$ cat config.mk
export PLATFORM = sky130hd
export DESIGN_NAME = uas_command_phase_sequencer_unit
export DESIGN_NICKNAME = d
export VERILOG_FILES = /design/src/rtl/core/uas_cps_pkg.sv /design/src/rtl/core/uas_command_phase_sequencer_unit.sv /design/src/rtl/core/uas_cps_front.sv /design/src/rtl/core/uas_cps_queue.sv /design/src/rtl/core/uas_cps_back.sv
export SDC_FILE = /design/constraint.sdc
export NUM_CORES = 1
export LEC_CHECK = 0
export BUFFER_PORTS_ARGS = -buffer_cell sky130_fd_sc_hd__buf_2
export CORE_ASPECT_RATIO = 0.75
export CORE_MARGIN = 1
export CORE_UTILIZATION = 30
export DETAILED_ROUTE_END_ITERATION = 8
export SYNTH_ARGS = -nofsm -noshare
export SYNTH_HDL_FRONTEND = slang
export SYNTH_SLANG_ARGS = --single-unit
$ cat constraint.sdc
create_clock -name clk -period 17.2 [get_ports clk]
set_clock_uncertainty 0.2 [all_clocks]
set_input_delay 2.58 -clock clk [delete_from_list [all_inputs] [get_ports clk]]
set_output_delay 2.58 -clock clk [all_outputs]
set_load 0.02 [all_outputs]
$ cat src/rtl/core/uas_cps_pkg.sv
// ============================================================================
// uas_cps_pkg: shared types and codes of the UAS command phase sequencer
// Holds the word formats of both channels, the event and result codes and
// the small helpers that build the result list of one input word.
// ============================================================================
package uas_cps_pkg;

    // Default limits of one command.
    localparam int MaxDataBytesDefault = 4096;
    localparam int MaxCdbBytesDefault  = 16;
    localparam int QueueDepthDefault   = 4;

    // Fixed protocol constants.
    localparam logic [7:0]  UasProtocol    = 8'h62;
    localparam logic [11:0] TimeoutReset   = 12'd3000;
    localparam logic [12:0] StatusHdrBytes = 13'd4;
    localparam logic [12:0] SenseHdrBytes  = 13'd16;
    localparam logic [15:0] CmdTag         = 16'd1;

    // Configuration register indexes.
    localparam logic [1:0] CfgLinkOnline   = 2'd0;
    localparam logic [1:0] CfgLinkProtocol = 2'd1;
    localparam logic [1:0] CfgStreams      = 2'd2;
    localparam logic [1:0] CfgTimeout      = 2'd3;

    // Input event codes.
    localparam logic [2:0] CmdStart      = 3'd0;
    localparam logic [2:0] CmdCmdDone    = 3'd1;
    localparam logic [2:0] CmdDataDone   = 3'd2;
    localparam logic [2:0] CmdStatusDone = 3'd3;
    localparam logic [2:0] CmdTick       = 3'd4;
    localparam logic [2:0] CmdXportErr   = 3'd5;

    // Status IU identifiers.
    localparam logic [7:0] IuSense      = 8'd3;
    localparam logic [7:0] IuReadReady  = 8'd6;
    localparam logic [7:0] IuWriteReady = 8'd7;

    // Result actions.
    localparam logic [1:0] ActSubmit = 2'd0;
    localparam logic [1:0] ActAbort  = 2'd1;
    localparam logic [1:0] ActFinish = 2'd2;

    // Pipes.
    localparam logic [1:0] PipeCommand = 2'd0;
    localparam logic [1:0] PipeStatus  = 2'd1;
    localparam logic [1:0] PipeDataIn  = 2'd2;
    localparam logic [1:0] PipeDataOut = 2'd3;

    // Result codes.
    localparam logic [2:0] RcOk      = 3'd0;
    localparam logic [2:0] RcInvalid = 3'd1;
    localparam logic [2:0] RcIoError = 3'd2;
    localparam logic [2:0] RcTimeout = 3'd3;
    localparam logic [2:0] RcXport   = 3'd4;

    typedef struct packed {
        logic [2:0]  cmd;
        logic [7:0]  cdb_length;
        logic [15:0] data_length;
        logic        direction_in;
        logic [12:0] got_length;
        logic [7:0]  iu_id;
        logic [7:0]  iu_reserved;
        logic [15:0] iu_tag;
        logic [7:0]  scsi_status_in;
        logic [15:0] sense_length;
    } in_word_t;

    typedef struct packed {
        logic [1:0]  action;
        logic [1:0]  pipe;
        logic [2:0]  result_code;
        logic [12:0] actual_bytes;
        logic        last;
    } out_word_t;

    typedef struct packed {
        logic        link_online;
        logic [7:0]  link_protocol;
        logic        streams_enabled;
        logic [11:0] timeout_ms;
    } cfg_t;

    // One result before it is placed in the output sequence.
    typedef struct packed {
        logic [1:0]  action;
        logic [1:0]  pipe;
        logic [2:0]  result_code;
        logic [12:0] actual_bytes;
    } res_t;

    // All results of one input word, up to three of them.
    typedef struct packed {
        logic [1:0]       count;
        res_t [2:0]       res;
    } plan_t;

    function automatic res_t mk_res(logic [1:0] action, logic [1:0] pipe,
                                    logic [2:0] code, logic [12:0] bytes);
        res_t r;
        r.action       = action;
        r.pipe         = pipe;
        r.result_code  = code;
        r.actual_bytes = bytes;
        return r;
    endfunction

    function automatic plan_t plan_add(plan_t p, res_t r);
        plan_t q;
        q = p;
        q.res[p.count] = r;
        q.count = p.count + 2'd1;
        return q;
    endfunction

endpackage

$ cat src/rtl/core/uas_command_phase_sequencer_unit.sv
// ============================================================================
// uas_command_phase_sequencer_unit: UAS single-tag command phase sequencer
// Top level: configuration registers, event front end, result queue and
// output sequencer.
// ============================================================================
// The block runs one USB Attached SCSI command (tag 1) at a time.
// Each input word is an event: a start request, a completion of the command,
// data or status pipe, a millisecond tick or a transport error. The front
// end takes one word per clock whenever the result queue has room, updates
// the command state in that same cycle, and queues the one to three result
// words the event causes (submit, abort, finish); events that cause nothing
// are consumed without a queue entry. The back end sends those result words
// one per clock while out_stall is low, through a registered output stage,
// with last set on the final word of each event. A busy event stream
// therefore sustains one input word per cycle for events without results
// and one output word per cycle while the output is not stalled; the output
// stage is the pacing point. Input stall rises only when the QUEUE_DEPTH
// entry queue is full. Configuration registers are written through a plain
// write port and must only change while the block is idle.
// ============================================================================
module uas_command_phase_sequencer_unit
    import uas_cps_pkg::*;
#(
    parameter int MAX_DATA_BYTES = MaxDataBytesDefault,
    parameter int MAX_CDB_BYTES  = MaxCdbBytesDefault,
    parameter int QUEUE_DEPTH    = QueueDepthDefault
)
(
    input  logic        clk,
    input  logic        rst_n,

    input  logic        cfg_we,
    input  logic [1:0]  cfg_index,
    input  logic [11:0] cfg_data,

    input  logic        in_valid,
    output logic        in_stall,
    input  in_word_t    in_data,

    output logic        out_valid,
    input  logic        out_stall,
    output out_word_t   out_data
);

    cfg_t  cfg_reg, cfg_next;
    logic  take;
    logic  push;
    plan_t push_plan;
    logic  q_full;
    logic  q_empty;
    logic  pop;
    plan_t head_plan;

    // Configuration registers, each written with the low bits of the data.
    always_comb
    begin
        cfg_next = cfg_reg;
        if (cfg_we)
        begin
            unique case (cfg_index)
                CfgLinkOnline:   cfg_next.link_online     = cfg_data[0];
                CfgLinkProtocol: cfg_next.link_protocol   = cfg_data[7:0];
                CfgStreams:      cfg_next.streams_enabled = cfg_data[0];
                CfgTimeout:      cfg_next.timeout_ms      = cfg_data;
                default:         cfg_next = cfg_reg;
            endcase
        end
    end

    always_ff @(posedge clk or negedge rst_n)
    begin
        if (!rst_n)
        begin
            cfg_reg.link_online     <= 1'b0;
            cfg_reg.link_protocol   <= UasProtocol;
            cfg_reg.streams_enabled <= 1'b0;
            cfg_reg.timeout_ms      <= TimeoutReset;
        end
        else
        begin
            cfg_reg <= cfg_next;
        end
    end

    // The front end only stalls when there is no room for a result list.
    assign in_stall = q_full;
    assign take     = in_valid && !in_stall;

    uas_cps_front #(
        .MAX_DATA_BYTES (MAX_DATA_BYTES),
        .MAX_CDB_BYTES  (MAX_CDB_BYTES)
    ) u_front (
        .clk   (clk),
        .rst_n (rst_n),
        .take  (take),
        .word  (in_data),
        .cfg   (cfg_reg),
        .push  (push),
        .plan  (push_plan)
    );

    uas_cps_queue #(
        .DEPTH (QUEUE_DEPTH)
    ) u_queue (
        .clk       (clk),
        .rst_n     (rst_n),
        .push      (push),
        .push_plan (push_plan),
        .pop       (pop),
        .full      (q_full),
        .empty     (q_empty),
        .head_plan (head_plan)
    );

    uas_cps_back u_back (
        .clk       (clk),
        .rst_n     (rst_n),
        .empty     (q_empty),
        .head_plan (head_plan),
        .pop       (pop),
        .out_valid (out_valid),
        .out_stall (out_stall),
        .out_data  (out_data)
    );

endmodule

$ cat src/rtl/core/uas_cps_front.sv
// ============================================================================
// uas_cps_front: event classification and command state
// Decodes one input word per cycle while take is high, updates the phase
// flags, counters and held status, and lists the results the word causes.
// ============================================================================
module uas_cps_front
    import uas_cps_pkg::*;
#(
    parameter int MAX_DATA_BYTES = MaxDataBytesDefault,
    parameter int MAX_CDB_BYTES  = MaxCdbBytesDefault
)
(
    input  logic     clk,
    input  logic     rst_n,
    input  logic     take,
    input  in_word_t word,
    input  cfg_t     cfg,
    output logic     push,
    output plan_t    plan
);

    localparam int CmdIuBytes = 16 + MAX_CDB_BYTES;

    logic        busy_reg, busy_next;
    logic        cmd_fin_reg, cmd_fin_next;
    logic        data_begun_reg, data_begun_next;
    logic        data_fin_reg, data_fin_next;
    logic        status_fin_reg, status_fin_next;
    logic        dir_in_reg, dir_in_next;
    logic        has_data_reg, has_data_next;
    logic [12:0] moved_reg, moved_next;
    logic [11:0] elapsed_reg, elapsed_next;
    logic [7:0]  held_reg, held_next;

    logic        completion;
    logic        bad_request;
    logic        link_bad;
    logic        start_data;
    logic [1:0]  data_pipe;
    logic [7:0]  ready_id;
    logic [15:0] sense_room;
    plan_t       p;

    assign bad_request = (word.cdb_length == 8'd0)
                      || ({24'd0, word.cdb_length} > 32'(MAX_CDB_BYTES))
                      || ({16'd0, word.data_length} > 32'(MAX_DATA_BYTES));
    assign link_bad    = !cfg.link_online || (cfg.link_protocol != UasProtocol);
    assign start_data  = (word.data_length != 16'd0) && cfg.streams_enabled;
    assign data_pipe   = dir_in_reg ? PipeDataIn : PipeDataOut;
    assign ready_id    = dir_in_reg ? IuReadReady : IuWriteReady;
    assign sense_room  = {3'd0, word.got_length} - {3'd0, SenseHdrBytes};

    always_comb
    begin
        busy_next       = busy_reg;
        cmd_fin_next    = cmd_fin_reg;
        data_begun_next = data_begun_reg;
        data_fin_next   = data_fin_reg;
        status_fin_next = status_fin_reg;
        dir_in_next     = dir_in_reg;
        has_data_next   = has_data_reg;
        moved_next      = moved_reg;
        elapsed_next    = elapsed_reg;
        held_next       = held_reg;
        completion      = 1'b0;
        p               = '0;

        if (word.cmd == CmdStart)
        begin
            if (!busy_reg)
            begin
                if (bad_request)
                begin
                    p = plan_add(p, mk_res(ActFinish, PipeCommand, RcInvalid, 13'd0));
                end
                else if (link_bad)
                begin
                    p = plan_add(p, mk_res(ActFinish, PipeCommand, RcIoError, 13'd0));
                end
                else
                begin
                    busy_next       = 1'b1;
                    dir_in_next     = word.direction_in;
                    has_data_next   = (word.data_length != 16'd0);
                    cmd_fin_next    = 1'b0;
                    status_fin_next = 1'b0;
                    data_fin_next   = (word.data_length == 16'd0);
                    data_begun_next = start_data;
                    moved_next      = '0;
                    elapsed_next    = '0;
                    held_next       = '0;
                    p = plan_add(p, mk_res(ActSubmit, PipeStatus, RcOk, 13'd0));
                    if (start_data)
                    begin
                        p = plan_add(p, mk_res(ActSubmit,
                            word.direction_in ? PipeDataIn : PipeDataOut, RcOk, 13'd0));
                    end
                    p = plan_add(p, mk_res(ActSubmit, PipeCommand, RcOk, 13'd0));
                end
            end
        end
        else if (busy_reg)
        begin
            case (word.cmd)
                CmdCmdDone:
                begin
                    if (!cmd_fin_reg)
                    begin
                        if ({19'd0, word.got_length} != 32'(CmdIuBytes))
                        begin
                            p = plan_add(p, mk_res(ActAbort, PipeCommand, RcOk, 13'd0));
                            p = plan_add(p, mk_res(ActFinish, PipeCommand, RcIoError, 13'd0));
                            busy_next = 1'b0;
                        end
                        else
                        begin
                            cmd_fin_next = 1'b1;
                            completion   = 1'b1;
                        end
                    end
                end
                CmdDataDone:
                begin
                    if (data_begun_reg && !data_fin_reg)
                    begin
                        data_fin_next = 1'b1;
                        moved_next    = word.got_length;
                        completion    = 1'b1;
                    end
                end
                CmdStatusDone:
                begin
                    if (!status_fin_reg)
                    begin
                        if (word.got_length < StatusHdrBytes || word.iu_reserved != 8'd0
                            || word.iu_tag != CmdTag)
                        begin
                            p = plan_add(p, mk_res(ActAbort, PipeCommand, RcOk, 13'd0));
                            p = plan_add(p, mk_res(ActFinish, PipeCommand, RcIoError, 13'd0));
                            busy_next = 1'b0;
                        end
                        else if (word.iu_id == IuReadReady || word.iu_id == IuWriteReady)
                        begin
                            if (cfg.streams_enabled || !has_data_reg || data_begun_reg
                                || word.iu_id != ready_id)
                            begin
                                p = plan_add(p, mk_res(ActAbort, PipeCommand, RcOk, 13'd0));
                                p = plan_add(p, mk_res(ActFinish, PipeCommand, RcIoError,
                                                       13'd0));
                                busy_next = 1'b0;
                            end
                            else
                            begin
                                p = plan_add(p, mk_res(ActSubmit, PipeStatus, RcOk, 13'd0));
                                p = plan_add(p, mk_res(ActSubmit, data_pipe, RcOk, 13'd0));
                                data_begun_next = 1'b1;
                                completion      = 1'b1;
                            end
                        end
                        else if (word.iu_id == IuSense)
                        begin
                            if (word.got_length < SenseHdrBytes
                                || word.sense_length > sense_room)
                            begin
                                p = plan_add(p, mk_res(ActAbort, PipeCommand, RcOk, 13'd0));
                                p = plan_add(p, mk_res(ActFinish, PipeCommand, RcIoError,
                                                       13'd0));
                                busy_next = 1'b0;
                            end
                            else
                            begin
                                held_next       = word.scsi_status_in;
                                status_fin_next = 1'b1;
                                if (word.scsi_status_in != 8'd0 && !data_begun_reg)
                                begin
                                    data_fin_next = 1'b1;
                                end
                                if (word.scsi_status_in != 8'd0 && !data_fin_next)
                                begin
                                    p = plan_add(p, mk_res(ActAbort, PipeCommand, RcOk,
                                                           13'd0));
                                    p = plan_add(p, mk_res(ActFinish, PipeCommand,
                                                           RcIoError, 13'd0));
                                    busy_next = 1'b0;
                                end
                                else
                                begin
                                    completion = 1'b1;
                                end
                            end
                        end
                        else
                        begin
                            p = plan_add(p, mk_res(ActAbort, PipeCommand, RcOk, 13'd0));
                            p = plan_add(p, mk_res(ActFinish, PipeCommand, RcIoError, 13'd0));
                            busy_next = 1'b0;
                        end
                    end
                end
                CmdTick:
                begin
                    elapsed_next = elapsed_reg + 12'd1;
                    if (elapsed_next >= cfg.timeout_ms)
                    begin
                        p = plan_add(p, mk_res(ActAbort, PipeCommand, RcOk, 13'd0));
                        p = plan_add(p, mk_res(ActFinish, PipeCommand, RcTimeout, 13'd0));
                        busy_next = 1'b0;
                    end
                end
                CmdXportErr:
                begin
                    p = plan_add(p, mk_res(ActAbort, PipeCommand, RcOk, 13'd0));
                    p = plan_add(p, mk_res(ActFinish, PipeCommand, RcXport, 13'd0));
                    busy_next = 1'b0;
                end
                default:
                begin
                end
            endcase

            if (completion && busy_next && cmd_fin_next && status_fin_next && data_fin_next)
            begin
                p = plan_add(p, mk_res(ActFinish, PipeCommand,
                                       (held_next != 8'd0) ? RcIoError : RcOk, moved_next));
                busy_next = 1'b0;
            end
        end
    end

    assign plan = p;
    assign push = take && (p.count != 2'd0);

    always_ff @(posedge clk or negedge rst_n)
    begin
        if (!rst_n)
        begin
            busy_reg       <= 1'b0;
            cmd_fin_reg    <= 1'b0;
            data_begun_reg <= 1'b0;
            data_fin_reg   <= 1'b0;
            status_fin_reg <= 1'b0;
            dir_in_reg     <= 1'b0;
            has_data_reg   <= 1'b0;
            moved_reg      <= '0;
            elapsed_reg    <= '0;
            held_reg       <= '0;
        end
        else if (take)
        begin
            busy_reg       <= busy_next;
            cmd_fin_reg    <= cmd_fin_next;
            data_begun_reg <= data_begun_next;
            data_fin_reg   <= data_fin_next;
            status_fin_reg <= status_fin_next;
            dir_in_reg     <= dir_in_next;
            has_data_reg   <= has_data_next;
            moved_reg      <= moved_next;
            elapsed_reg    <= elapsed_next;
            held_reg       <= held_next;
        end
    end

endmodule

$ cat src/rtl/core/uas_cps_queue.sv
// ============================================================================
// uas_cps_queue: result list queue between front and back
// A short first-in first-out store of result lists, one list per entry.
// ============================================================================
module uas_cps_queue
    import uas_cps_pkg::*;
#(
    parameter int DEPTH = QueueDepthDefault
)
(
    input  logic  clk,
    input  logic  rst_n,
    input  logic  push,
    input  plan_t push_plan,
    input  logic  pop,
    output logic  full,
    output logic  empty,
    output plan_t head_plan
);

    localparam int PtrW = (DEPTH > 1) ? $clog2(DEPTH) : 1;
    localparam int CntW = $clog2(DEPTH + 1);

    plan_t            entry_reg [DEPTH];
    logic [PtrW-1:0]  wr_ptr_reg, wr_ptr_next;
    logic [PtrW-1:0]  rd_ptr_reg, rd_ptr_next;
    logic [CntW-1:0]  count_reg, count_next;
    logic             do_push, do_pop;

    assign full      = (count_reg == CntW'(DEPTH));
    assign empty     = (count_reg == '0);
    assign do_push   = push && !full;
    assign do_pop    = pop && !empty;
    assign head_plan = entry_reg[rd_ptr_reg];

    always_comb
    begin
        wr_ptr_next = wr_ptr_reg;
        rd_ptr_next = rd_ptr_reg;
        count_next  = count_reg;
        if (do_push)
        begin
            wr_ptr_next = (wr_ptr_reg == PtrW'(DEPTH - 1)) ? '0 : wr_ptr_reg + 1'b1;
        end
        if (do_pop)
        begin
            rd_ptr_next = (rd_ptr_reg == PtrW'(DEPTH - 1)) ? '0 : rd_ptr_reg + 1'b1;
        end
        if (do_push && !do_pop)
        begin
            count_next = count_reg + 1'b1;
        end
        else if (do_pop && !do_push)
        begin
            count_next = count_reg - 1'b1;
        end
    end

    always_ff @(posedge clk)
    begin
        if (do_push)
        begin
            entry_reg[wr_ptr_reg] <= push_plan;
        end
    end

    always_ff @(posedge clk or negedge rst_n)
    begin
        if (!rst_n)
        begin
            wr_ptr_reg <= '0;
            rd_ptr_reg <= '0;
            count_reg  <= '0;
        end
        else
        begin
            wr_ptr_reg <= wr_ptr_next;
            rd_ptr_reg <= rd_ptr_next;
            count_reg  <= count_next;
        end
    end

    // A push into a full queue would drop a result list.
    a_no_overflow: assert property (@(posedge clk) disable iff (!rst_n)
        push |-> !full)
        else $error("result queue overflow");

    // An empty list is never stored.
    a_list_nonempty: assert property (@(posedge clk) disable iff (!rst_n)
        push |-> push_plan.count != 2'd0)
        else $error("empty result list pushed");

endmodule

$ cat src/rtl/core/uas_cps_back.sv
// ============================================================================
// uas_cps_back: result word sequencer
// Takes one result list at a time from the queue and hands its results to
// the output channel one word per cycle unless stalled, marking the final one.
// ============================================================================
module uas_cps_back
    import uas_cps_pkg::*;
(
    input  logic      clk,
    input  logic      rst_n,
    input  logic      empty,
    input  plan_t     head_plan,
    output logic      pop,
    output logic      out_valid,
    input  logic      out_stall,
    output out_word_t out_data
);

    plan_t      plan_reg, plan_next;
    logic [1:0] idx_reg, idx_next;
    logic       valid_reg, valid_next;
    logic       at_last;
    logic       load;
    res_t       cur;

    assign cur     = plan_reg.res[idx_reg];
    assign at_last = (idx_reg == plan_reg.count - 2'd1);
    assign load    = !valid_reg || (!out_stall && at_last);
    assign pop     = load && !empty;

    always_comb
    begin
        plan_next  = plan_reg;
        idx_next   = idx_reg;
        valid_next = valid_reg;
        if (load)
        begin
            valid_next = !empty;
            plan_next  = head_plan;
            idx_next   = '0;
        end
        else if (!out_stall)
        begin
            idx_next = idx_reg + 2'd1;
        end
    end

    always_ff @(posedge clk)
    begin
        plan_reg <= plan_next;
    end

    always_ff @(posedge clk or negedge rst_n)
    begin
        if (!rst_n)
        begin
            valid_reg <= 1'b0;
            idx_reg   <= '0;
        end
        else
        begin
            valid_reg <= valid_next;
            idx_reg   <= idx_next;
        end
    end

    assign out_valid             = valid_reg;
    assign out_data.action       = cur.action;
    assign out_data.pipe         = cur.pipe;
    assign out_data.result_code  = cur.result_code;
    assign out_data.actual_bytes = cur.actual_bytes;
    assign out_data.last         = at_last;

    // An abort is always followed by the finish that carries its code.
    a_abort_not_last: assert property (@(posedge clk) disable iff (!rst_n)
        out_valid && out_data.action == ActAbort |-> !out_data.last)
        else $error("abort word marked last");

    // A finish always closes the sequence of its input word.
    a_finish_last: assert property (@(posedge clk) disable iff (!rst_n)
        out_valid && out_data.action == ActFinish |-> out_data.last)
        else $error("finish word not marked last");

    // Submit words carry no code and no byte count.
    a_submit_clean: assert property (@(posedge clk) disable iff (!rst_n)
        out_valid && out_data.action == ActSubmit
            |-> out_data.result_code == RcOk && out_data.actual_bytes == 13'd0)
        else $error("submit word carries a code or byte count");

endmodule

==> impl_metrics.json, run 1 <==
{
  "p_per_area_mw_per_mm2": 124,
  "ir_drop_mv": 0.0669,
  "vias_per_cell": 4.77,
  "async_flop_share": 0.260,
  "syn_avg_cell_area_um2": 14.7,
  "synthFlopType": "edfxtp_1",
  "grt_pass1_vias": 7725,
  "yosysUniqueCellTypes": 68,
  "postCtsSetupBuffers": 0,
  "initial_utilization": 0.308,
  "vias": 7583,
  "areaGrowthSynthToFinish_pct": 19.3,
  "arrival_ps": 7430,
  "grt_first_pass_wirelength_um": 43400,
  "fin_crit_ps": 7460,
  "tightest_slew_ps": 1100,
  "fin_tns_setup_ps": 0,
  "overflow": 0,
  "die_w_um": 236,
  "synthCells": 843,
  "place.gp.congestion": 0.844,
  "finalHoldViolCount": 0,
  "cts.sinks": 277,
  "wl_per_cell_um": 17.5,
  "rows": 63,
  "place_ws_ps": 9210,
  "drcViolationCount": 0,
  "synth.top_cell.area_share": 0.498,
  "cts.clk_slew.worst_paths_ps": 60,
  "drt-total-wl_um": 27700,
  "grt.total_usage": 0.133,
  "cts_resized": 0,
  "die_h_um": 178,
  "p_leak_nw": 5.65,
  "path_max_fanout": 41,
  "postCtsHoldBufs": 0,
  "wl_met2_um": 12700,
  "netlist_top_cells_area": "edfxtp_1, dfrtp_1, mux4_2",
  "maxCapViolations": 0,
  "clock_path_buffers": 3,
  "numCtsBuffers": 27,
  "yosys.area.top_type": "edfxtp_1",
  "endpoint_kind": "register",
  "rsz0062_at_grt": "no",
  "drive_gt1_frac": 0.267,
  "wl_met1_um": 13300,
  "htreeDepth": 1,
  "ys_seq_area_frac": 0.645,
  "antenna_found_initial": 3,
  "top_layer_used": "met5",
  "portBuffers": 138,
  "holdWs_ps": 301,
  "synth_enable_flop_cells": 205,
  "met3_length_um": 1300,
  "instances_no_fill": 1589,
  "drt_pass1_iterations": 4,
  "first_iter_violations": 447,
  "setup_violations": 0,
  "final_antenna_net_count": 0,
  "cp_data_required_time_ps": 17170,
  "worstSetupPathType": "in2reg",
  "slew_violations": 0,
  "ys_ff_latch": 277,
  "ios": 139,
  "cts-root-buf": "clkbuf_16",
  "syn_area_mm2": 0.0124,
  "dp.cells": 1538,
  "dieArea_mm2": 0.0420,
  "slew_headroom": 0.266,
  "final_area_mm2": 0.0147,
  "cts_tree": "done",
  "post-route-period-util": 0.434,
  "status": "finished clean",
  "nets": 1202,
  "core_mm2": 0.0400,
  "insertion_delay_ps": 550,
  "ff2ff_setup_slack_ps": 11680,
  "setup_ws_ps": 9740,
  "hold_path_class": "reg2reg",
  "placed_cell_area_mm2": 0.0139,
  "crit_path_start_kind": "input pin",
  "yosys_warnings": 0,
  "grt_max_degree": 69,
  "largest_register_ffs": 164,
  "hpwlAfterDp_um": 19300,
  "maxClockFrequency_ghz": 0.134
}
==> routing by layer <==
metal	up-vias	global-route usage
met5	-	0
met4	4	0.0246
met3	35	0.0264
li1	3586	-
met2	190	0.219
met1	3768	0.184
==> worst paths after layout <==
| check | start | endpoint | cells after the start |
|---|---|---|---|
| worst max-delay path | in_data[63] | u_queue.entry_reg[0][48] | 12 |
| worst min-delay path | u_front.moved_reg[0] | u_front.moved_reg[0] | 1 |
| worst max register to register | u_front.elapsed_reg[0] | u_queue.entry_reg[0][48] | 12 |
| worst min register to register | u_front.moved_reg[0] | u_front.moved_reg[0] | 1 |
| max in group asynchronous | rst_n | u_queue.rd_ptr_reg[0] | 2 |
| min in group asynchronous | rst_n | cfg_reg[10] | 1 |
==> where the power goes <==
part | switching [mW] | internal, mW | leakage, nW
Combinational | 0.227 | 0.177 | 2.36
Clock | 0.262 | 0.311 | 0.422
Sequential | 0.0439 | 0.802 | 2.87
Total | 0.532 | 1.29 | 5.65
==> cell usage after synthesis (4+ instances only) <==
master and instances:
and3_1 5, edfxtp_1 205, inv_1 29, nor4_1 18, nor2_1 49, dfstp_2 10
nand2_1 79, clkbuf_1 24, ha_1 38, mux2i_1 19, buf_1 6, xor2_1 8
nand3_1 9, o211ai_1 4, nor2b_1 6, and4_1 4, o21ai_0 33, a22o_1 29
nand4_1 6, mux4_2 41, dfrtp_1 62, nand2b_1 15, a21oi_1 28, and2_1 8
or3_1 6, nor3b_1 4, mux2_2 27, xnor2_1 8, nor3_1 8
==> stage by stage <==
stage | util | power [mW]
finish | 0.368 | 1.82
global route | 0.368 | 1.92
CTS | 0.368 | 1.85
detailed placement | 0.347 | 1.27
global placement | 0.347 | 1.27
floorplan | - | 1.13
==> critical path: stages <==
cell,delay [ps]
buf_2,150
nor4_1,720
nand3_1,310
ha_1,380
a211oi_1,230
nor2_1,70
a2111o_1,360
a311oi_2,380
nor2_2,140
a2111o_1,720
a31oi_4,400
and2_2,920
==> final cells by class <==
class	instances	area, um^2
inverter	29	109
clock buffer	31	691
fill	3825	25300
multi-input combinational	563	4370
sequential	277	7970
clock inverter	19	166
timing repair buffer	149	776
tap	520	651
antenna	1	2.50
==> kinds of logic after synthesis <==
group,synth area share
flops,0.645
mux,0.117
simple gates,0.0923
fa+ha+maj,0.0401
compound gates,0.0735
other cells,0.000304
xor+xnor,0.0113
buf+inv,0.0201
==> cells in the final DEF, fill, tap and decap left out, types with 5 or more instances in the layout <==
cell type,netlist,layout
nand3_1,9,9
mux2i_1,19,19
mux4_2,41,41
nor3_1,8,8
xor2_1,8,8
buf_2,0,137
ha_1,38,38
edfxtp_1,205,205
nand2b_1,15,15
mux2_2,27,27
nor2b_1,6,6
a21oi_1,28,28
nor4_1,18,18
or3_1,6,6
xnor2_1,8,8
clkbuf_16,0,27
buf_4,2,12
dfstp_2,10,10
a22o_1,29,29
o21ai_0,33,32
dfrtp_1,62,61
inv_1,29,29
conb_1,1,60
clkinv_2,0,5
and3_1,5,5
nor2_1,49,49
nand4_1,6,6
nand2_1,79,79
Note: power is estimated with default switching activity, not from simulation.
==> inputs of run 2 (changes only) <==
- clock period: 17.2 -> 7.25 ns (I/O delays scaled with it)
==> run 2 against run 1 <==
Against the previous run:
- core utilization is 0.32 points higher
- cell area is 0.87% higher
- hold slack lost 1.4 ps
- via count fell by 0.54%
- first-iteration DRC count grew 16%
- non-clock buffer count grew 1
- critical path type unchanged
- highest routed layer unchanged
==> impl_metrics.json, run 2 (synthesized netlist as in run 1, its figures left out) <==
{
  "portBuffers": 138,
  "grt_max_degree": 73,
  "final_antenna_net_count": 0,
  "overflow": 0,
  "cts_tree": "done",
  "reg2reg_to": "u_queue.count_reg[2]",
  "grt_first_pass_wirelength_um": 43900,
  "drt-total-wl_um": 27700,
  "dp.cells": 1539,
  "maxCapViolations": 0,
  "ir_drop_mv": 0.175,
  "r2r_cells": 17,
  "cts-root-buf": "clkbuf_16",
  "hold_depth": 1,
  "htreeDepth": 1,
  "rsz0062_at_grt": "no",
  "drive_gt1_frac": 0.267,
  "finalHoldViolCount": 0,
  "slew_headroom": 0.343,
  "maxClockFrequency_ghz": 0.173,
  "wl_per_cell_um": 17.4,
  "rows": 63,
  "final-seq-area_mm2": 0.00797,
  "cp_data_required_time_ps": 7520,
  "vias": 7542,
  "nets": 1204,
  "fin_tns_setup_ps": 0,
  "instances_no_fill": 1592,
  "cts.clk_slew.worst_paths_ps": 60,
  "arrival_ps": 6050,
  "final_util": 0.371,
  "final_common_cell": "edfxtp_1",
  "insertion_delay_ps": 550,
  "areaGrowthSynthToFinish_pct": 20.4,
  "post-route-period-util": 0.797,
  "place.gp.congestion": 0.855,
  "core_mm2": 0.0400,
  "hold_path_class": "reg2reg",
  "grt.total_usage": 0.136,
  "r2r_start": "u_front.elapsed_reg[0]",
  "largest_register_ffs": 164,
  "holdWs_ps": 299,
  "crit_path_start_kind": "input pin",
  "final_area_mm2": 0.0149,
  "postCtsSetupBuffers": 0,
  "first_iter_violations": 517,
  "cts_resized": 0,
  "status": "finished clean",
  "vias_per_cell": 4.74,
  "ff2ff_setup_slack_ps": 1930,
  "initial_utilization": 0.308,
  "postCtsHoldBufs": 0,
  "multi_input_area_mm2": 0.00437,
  "numCtsBuffers": 28,
  "die_w_um": 236,
  "dieArea_mm2": 0.0420,
  "p_leak_nw": 5.69,
  "placed_cell_area_mm2": 0.0139,
  "grt_pass1_vias": 7702,
  "tightest_slew_ps": 985,
  "cts.sinks": 277,
  "clock_path_buffers": 3,
  "hpwlAfterDp_um": 19200,
  "final_cell_mix": "edfxtp_1, buf_2, nand2_1, dfrtp_1, conb_1",
  "die_h_um": 178,
  "drt_pass1_iterations": 5,
  "path_max_fanout": 17,
  "antenna_found_initial": 4,
  "ios": 139,
  "drcViolationCount": 0,
  "slew_violations": 0,
  "endpoint_kind": "register",
  "worstHoldStart": "u_front.has_data_reg",
  "hold_path_end": "u_front.has_data_reg",
  "p_per_area_mw_per_mm2": 299,
  "setup_violations": 0,
  "fillers": 3821,
  "worstSetupPathType": "in2reg",
  "fin_crit_ps": 5780
}
run 2: cell types whose count changed in the layout (fill, tap and decap cells not counted), sizes merged:
cell      delta
inv          -3
clkinv       +1
buf          +1
bufinv       +3
clkinvlp     +1
run 2: critical path: stages:
cell and delay [ps]:
buf_2 150, nor4_1 730, nand3_1 280, ha_1 380, a211oi_1 240, nor2_1 70
a2111o_1 350, a311oi_2 380, nor2_2 130, a2111o_1 710, a31oi_4 400, ha_1 250
inv_1 60, fa_1 370, xor2_1 170, nor2_1 110, xor2_1 150
run 2: worst max-delay path by stage:
stage                            from                    to  slack (ps)  cells after the start
after floorplan             out_stall  u_queue.count_reg[1]        1110                      6
after global placement    in_data[63]  u_queue.count_reg[2]        1100                     18
after detailed placement  in_data[63]  u_queue.count_reg[2]         970                     17
after CTS                 in_data[63]  u_queue.count_reg[2]        1510                     18
after global routing      in_data[63]  u_queue.count_reg[2]        1160                     18
final                     in_data[63]  u_queue.count_reg[2]        1470                     17
run 2: layout make-up:
type,instances,share of cell area
diodes,1,0.000168
clock buffers,31,0.0479
clock inverters,21,0.0162
inverters,29,0.00732
multi-input cells,563,0.294
flip-flops and latches,277,0.536
well taps,520,0.0438
repair buffers,150,0.0544
run 2: power by group:
group / internal (mW) / switching (mW) / leakage (nW)
clock: 0.861 / 0.620 / 0.457
sequential: 1.90 / 0.0943 / 2.87
combinational: 0.422 / 0.549 / 2.37
run 2: per-layer routing:
metal  global-route usage  routed length (um)
met2                0.215               12500
met4               0.0327                 540
met5                    0                   8
met1                0.191               13100
met3               0.0282                1580
run 2: per-stage QoR:
stage	setup WS (ps)	power, mW
after floorplan	1110	2.69
after global placement	1100	3.01
after detailed placement	967	3.03
after CTS	1510	4.53
after global routing	1160	4.67
final	1470	4.45
==> inputs of run 3 (changes only) <==
- ABC_AREA: default -> 1
- clock period: 7.25 -> 4.84 ns (I/O delays scaled with it)
==> run 3 against run 2 <==
Against the previous run:
- register-to-register slack worse by 1600 ps
- highest routed layer is now met4
- cell count is 26% higher
- critical endpoint is now u_queue.count_reg[1]
- sequential power is 56% higher
==> impl_metrics.json, run 3 <==
{
  "slew_headroom": 0.341,
  "post-route-period-util": 0.930,
  "first_iter_violations": 541,
  "instances_no_fill": 2003,
  "ios": 139,
  "final_common_cell": "edfxtp_1",
  "ir_drop_mv": 0.345,
  "vias_per_cell": 4.56,
  "drcViolationCount": 0,
  "async_flop_share": 0.260,
  "p_clk_frac": 0.299,
  "htreeDepth": 1,
  "core_mm2": 0.0412,
  "yosys_warnings": 0,
  "arrival_ps": 4720,
  "cp_data_required_time_ps": 5060,
  "cts.sinks": 277,
  "tightest_slew_ps": 989,
  "path_max_fanout": 7,
  "grt_pass1_vias": 9073,
  "insertion_delay_ps": 570,
  "drt-total-wl_um": 29400,
  "synth_xor_area_frac": 0.0118,
  "synth.most_common_cell": "edfxtp_1",
  "synth_commonest_cells": "edfxtp_1, nor2_1, nand2_1",
  "setup_violations": 0,
  "synth-simple-area-share": 0.157,
  "vias": 9126,
  "netlist_top_cells_area": "edfxtp_1, dfrtp_1, nor2_1",
  "rows": 64,
  "crit_top_cell": "nand4_1",
  "yosys.area.top_type": "edfxtp_1",
  "p_int_mw": 4.85,
  "final_cell_mix": "edfxtp_1, nor2_1, nand2_1, buf_2, o21ai_0",
  "status": "finished clean",
  "finalHoldViolCount": 0,
  "synth_fa_ha_area_frac": 0.0391,
  "largest_register_ffs": 164,
  "clock_path_buffers": 3,
  "p_leak_nw": 6.21,
  "cts.clk_slew.worst_paths_ps": 70,
  "nets": 1576,
  "initial_utilization": 0.308,
  "synth.top_cell.area_share": 0.486,
  "cts_tree": "done",
  "antenna_found_initial": 0,
  "place.gp.congestion": 0.865,
  "synth_top_family_by_area": "simple AND/OR/NAND/NOR gates",
  "fin_crit_ps": 4500,
  "synthFlopType": "edfxtp_1",
  "dp.cells": 1953,
  "p_sw_mw": 2.45,
  "wl_per_cell_um": 14.7,
  "p_seq_frac": 0.428,
  "yosysUniqueCellTypes": 45,
  "combPwrFrac": 0.273,
  "postCtsHoldBufs": 0,
  "synthMuxAreaShare": 0.00178,
  "portBuffers": 138,
  "critPathTopFamily": "simple AND/OR/NAND/NOR gates",
  "worst-path-buf-inv": 3,
  "syn_area_mm2": 0.0127,
  "grt.total_usage": 0.138,
  "p_per_area_mw_per_mm2": 479,
  "ys_ff_latch": 277,
  "die_h_um": 180,
  "drt_pass1_iterations": 5,
  "overflow": 0,
  "p_sw_frac": 0.336,
  "synth-compound-area-share": 0.111,
  "syn_avg_cell_area_um2": 10.4,
  "maxClockFrequency_ghz": 0.222,
  "synthCells": 1223,
  "crit_chain": "nand4_1, or2_2, nor2_1, nand3_1, nor2_2, nand3_1, xor2_2, inv_1, ha_1, nand2_1, nor2_1, a211oi_1, nand4_1, nand3_2, nand4_1, a21oi_2, nand2_2, nand2_4, inv_2, ha_1, inv_1, fa_1, mux2_2",
  "dieArea_mm2": 0.0430,
  "cts-root-buf": "clkbuf_16",
  "max_stage_delay_ps": 430,
  "fillers": 4117,
  "die_w_um": 239,
  "crit_path_top_delay_cell": "fa_1",
  "areaGrowthSynthToFinish_pct": 20.4,
  "slew_violations": 0,
  "drive_gt1_frac": 0.176,
  "holdWs_ps": 131,
  "hpwlAfterDp_um": 19400,
  "worstSetupPathType": "reg2reg",
  "endpoint_kind": "register",
  "numCtsBuffers": 27,
  "grt_first_pass_wirelength_um": 47300,
  "antennaDiodeCount": 0,
  "ys_seq_area_frac": 0.629,
  "total_power_mw": 7.31,
  "crit_path_start_kind": "register",
  "hold_path_class": "in2async",
  "maxCapViolations": 0,
  "synth_enable_flop_cells": 205,
  "final_antenna_net_count": 0,
  "grt_max_degree": 85
}
run 3: path summary, 6_finish.rpt:
kind	from	end	slack, ps	depth (start not counted)
max reg2reg	u_front.elapsed_reg[1]	u_queue.count_reg[1]	340	23
max	u_front.elapsed_reg[1]	u_queue.count_reg[1]	340	23
min in group clk	cfg_data[9]	cfg_reg[9]	220	3
max in group asynchronous	rst_n	u_front.elapsed_reg[0]	3600	1
min reg2reg	cfg_reg[6]	cfg_reg[6]	280	2
min	rst_n	u_back.out_valid	130	1
run 3: power by group through the flow:
stage | Clock [mW] | Combinational [mW] | Sequential [mW]
final | 2.19 | 1.99 | 3.13
after global routing | 2.32 | 2.25 | 3.16
after CTS | 2.24 | 2.04 | 3.13
after detailed placement | 0 | 2.03 | 3.18
after global placement | 0 | 1.99 | 3.17
after floorplan | 0 | 1.32 | 3.14
run 3: cells by family after synthesis:
kind of cell	Yosys count
XOR/XNOR	17
multiplexers	2
adder cells (fa/ha/maj)	39
AO/OA/AOI/OAI	253
other	1
buffers and inverters	164
AND/OR/NAND/NOR	470
flip-flops	277
run 3: stage by stage:
step                utilization  worst slack [ps]  setup TNS (ps)  instance area (um^2)
floorplan                     -              -459          -75230                 12900
global placement          0.347               120               0                 14300
detailed placement        0.347              12.6               0                 14300
CTS                       0.370               222               0                 15200
global route              0.370             -12.9           -12.9                 15200
finish                    0.370               341               0                 15200
run 3: final cells by class:
type	count	area [um^2]	share of cell area
Clock buffer	31	701	0.0460
Clock inverter	19	221	0.0145
Inverter	121	454	0.0298
Multi-Input combinational cell	841	4330	0.284
Sequential cell	277	7980	0.523
Tap cell	561	702	0.0461
Timing Repair Buffer	153	856	0.0561
run 3: worst register-to-register path: cells and delay by family (launching register included):
kind / cells / cell delay [ps]
AND/OR/NAND/NOR: 13 / 1830
adder cells (fa/ha/maj): 3 / 880
flip-flops: 1 / 410
AO/OA/AOI/OAI: 2 / 390
multiplexers: 1 / 270
buffers and inverters: 3 / 210
XOR/XNOR: 1 / 180
run 3: per-layer routing:
metal,vias to the layer above,share of wire,wire length (um),track usage
met3,36,0.042,1230,0.0206
met5,-,0,0,0
met4,0,0.017,491,0.0321
met2,174,0.48,14100,0.233
li1,4585,-,-,-
met1,4331,0.46,13600,0.185
run 3: what timing repair did:
action                     in CTS  in global routing
setup endpoints to repair       0                  2
buffers inserted                0                  0
resized for setup               0                  7
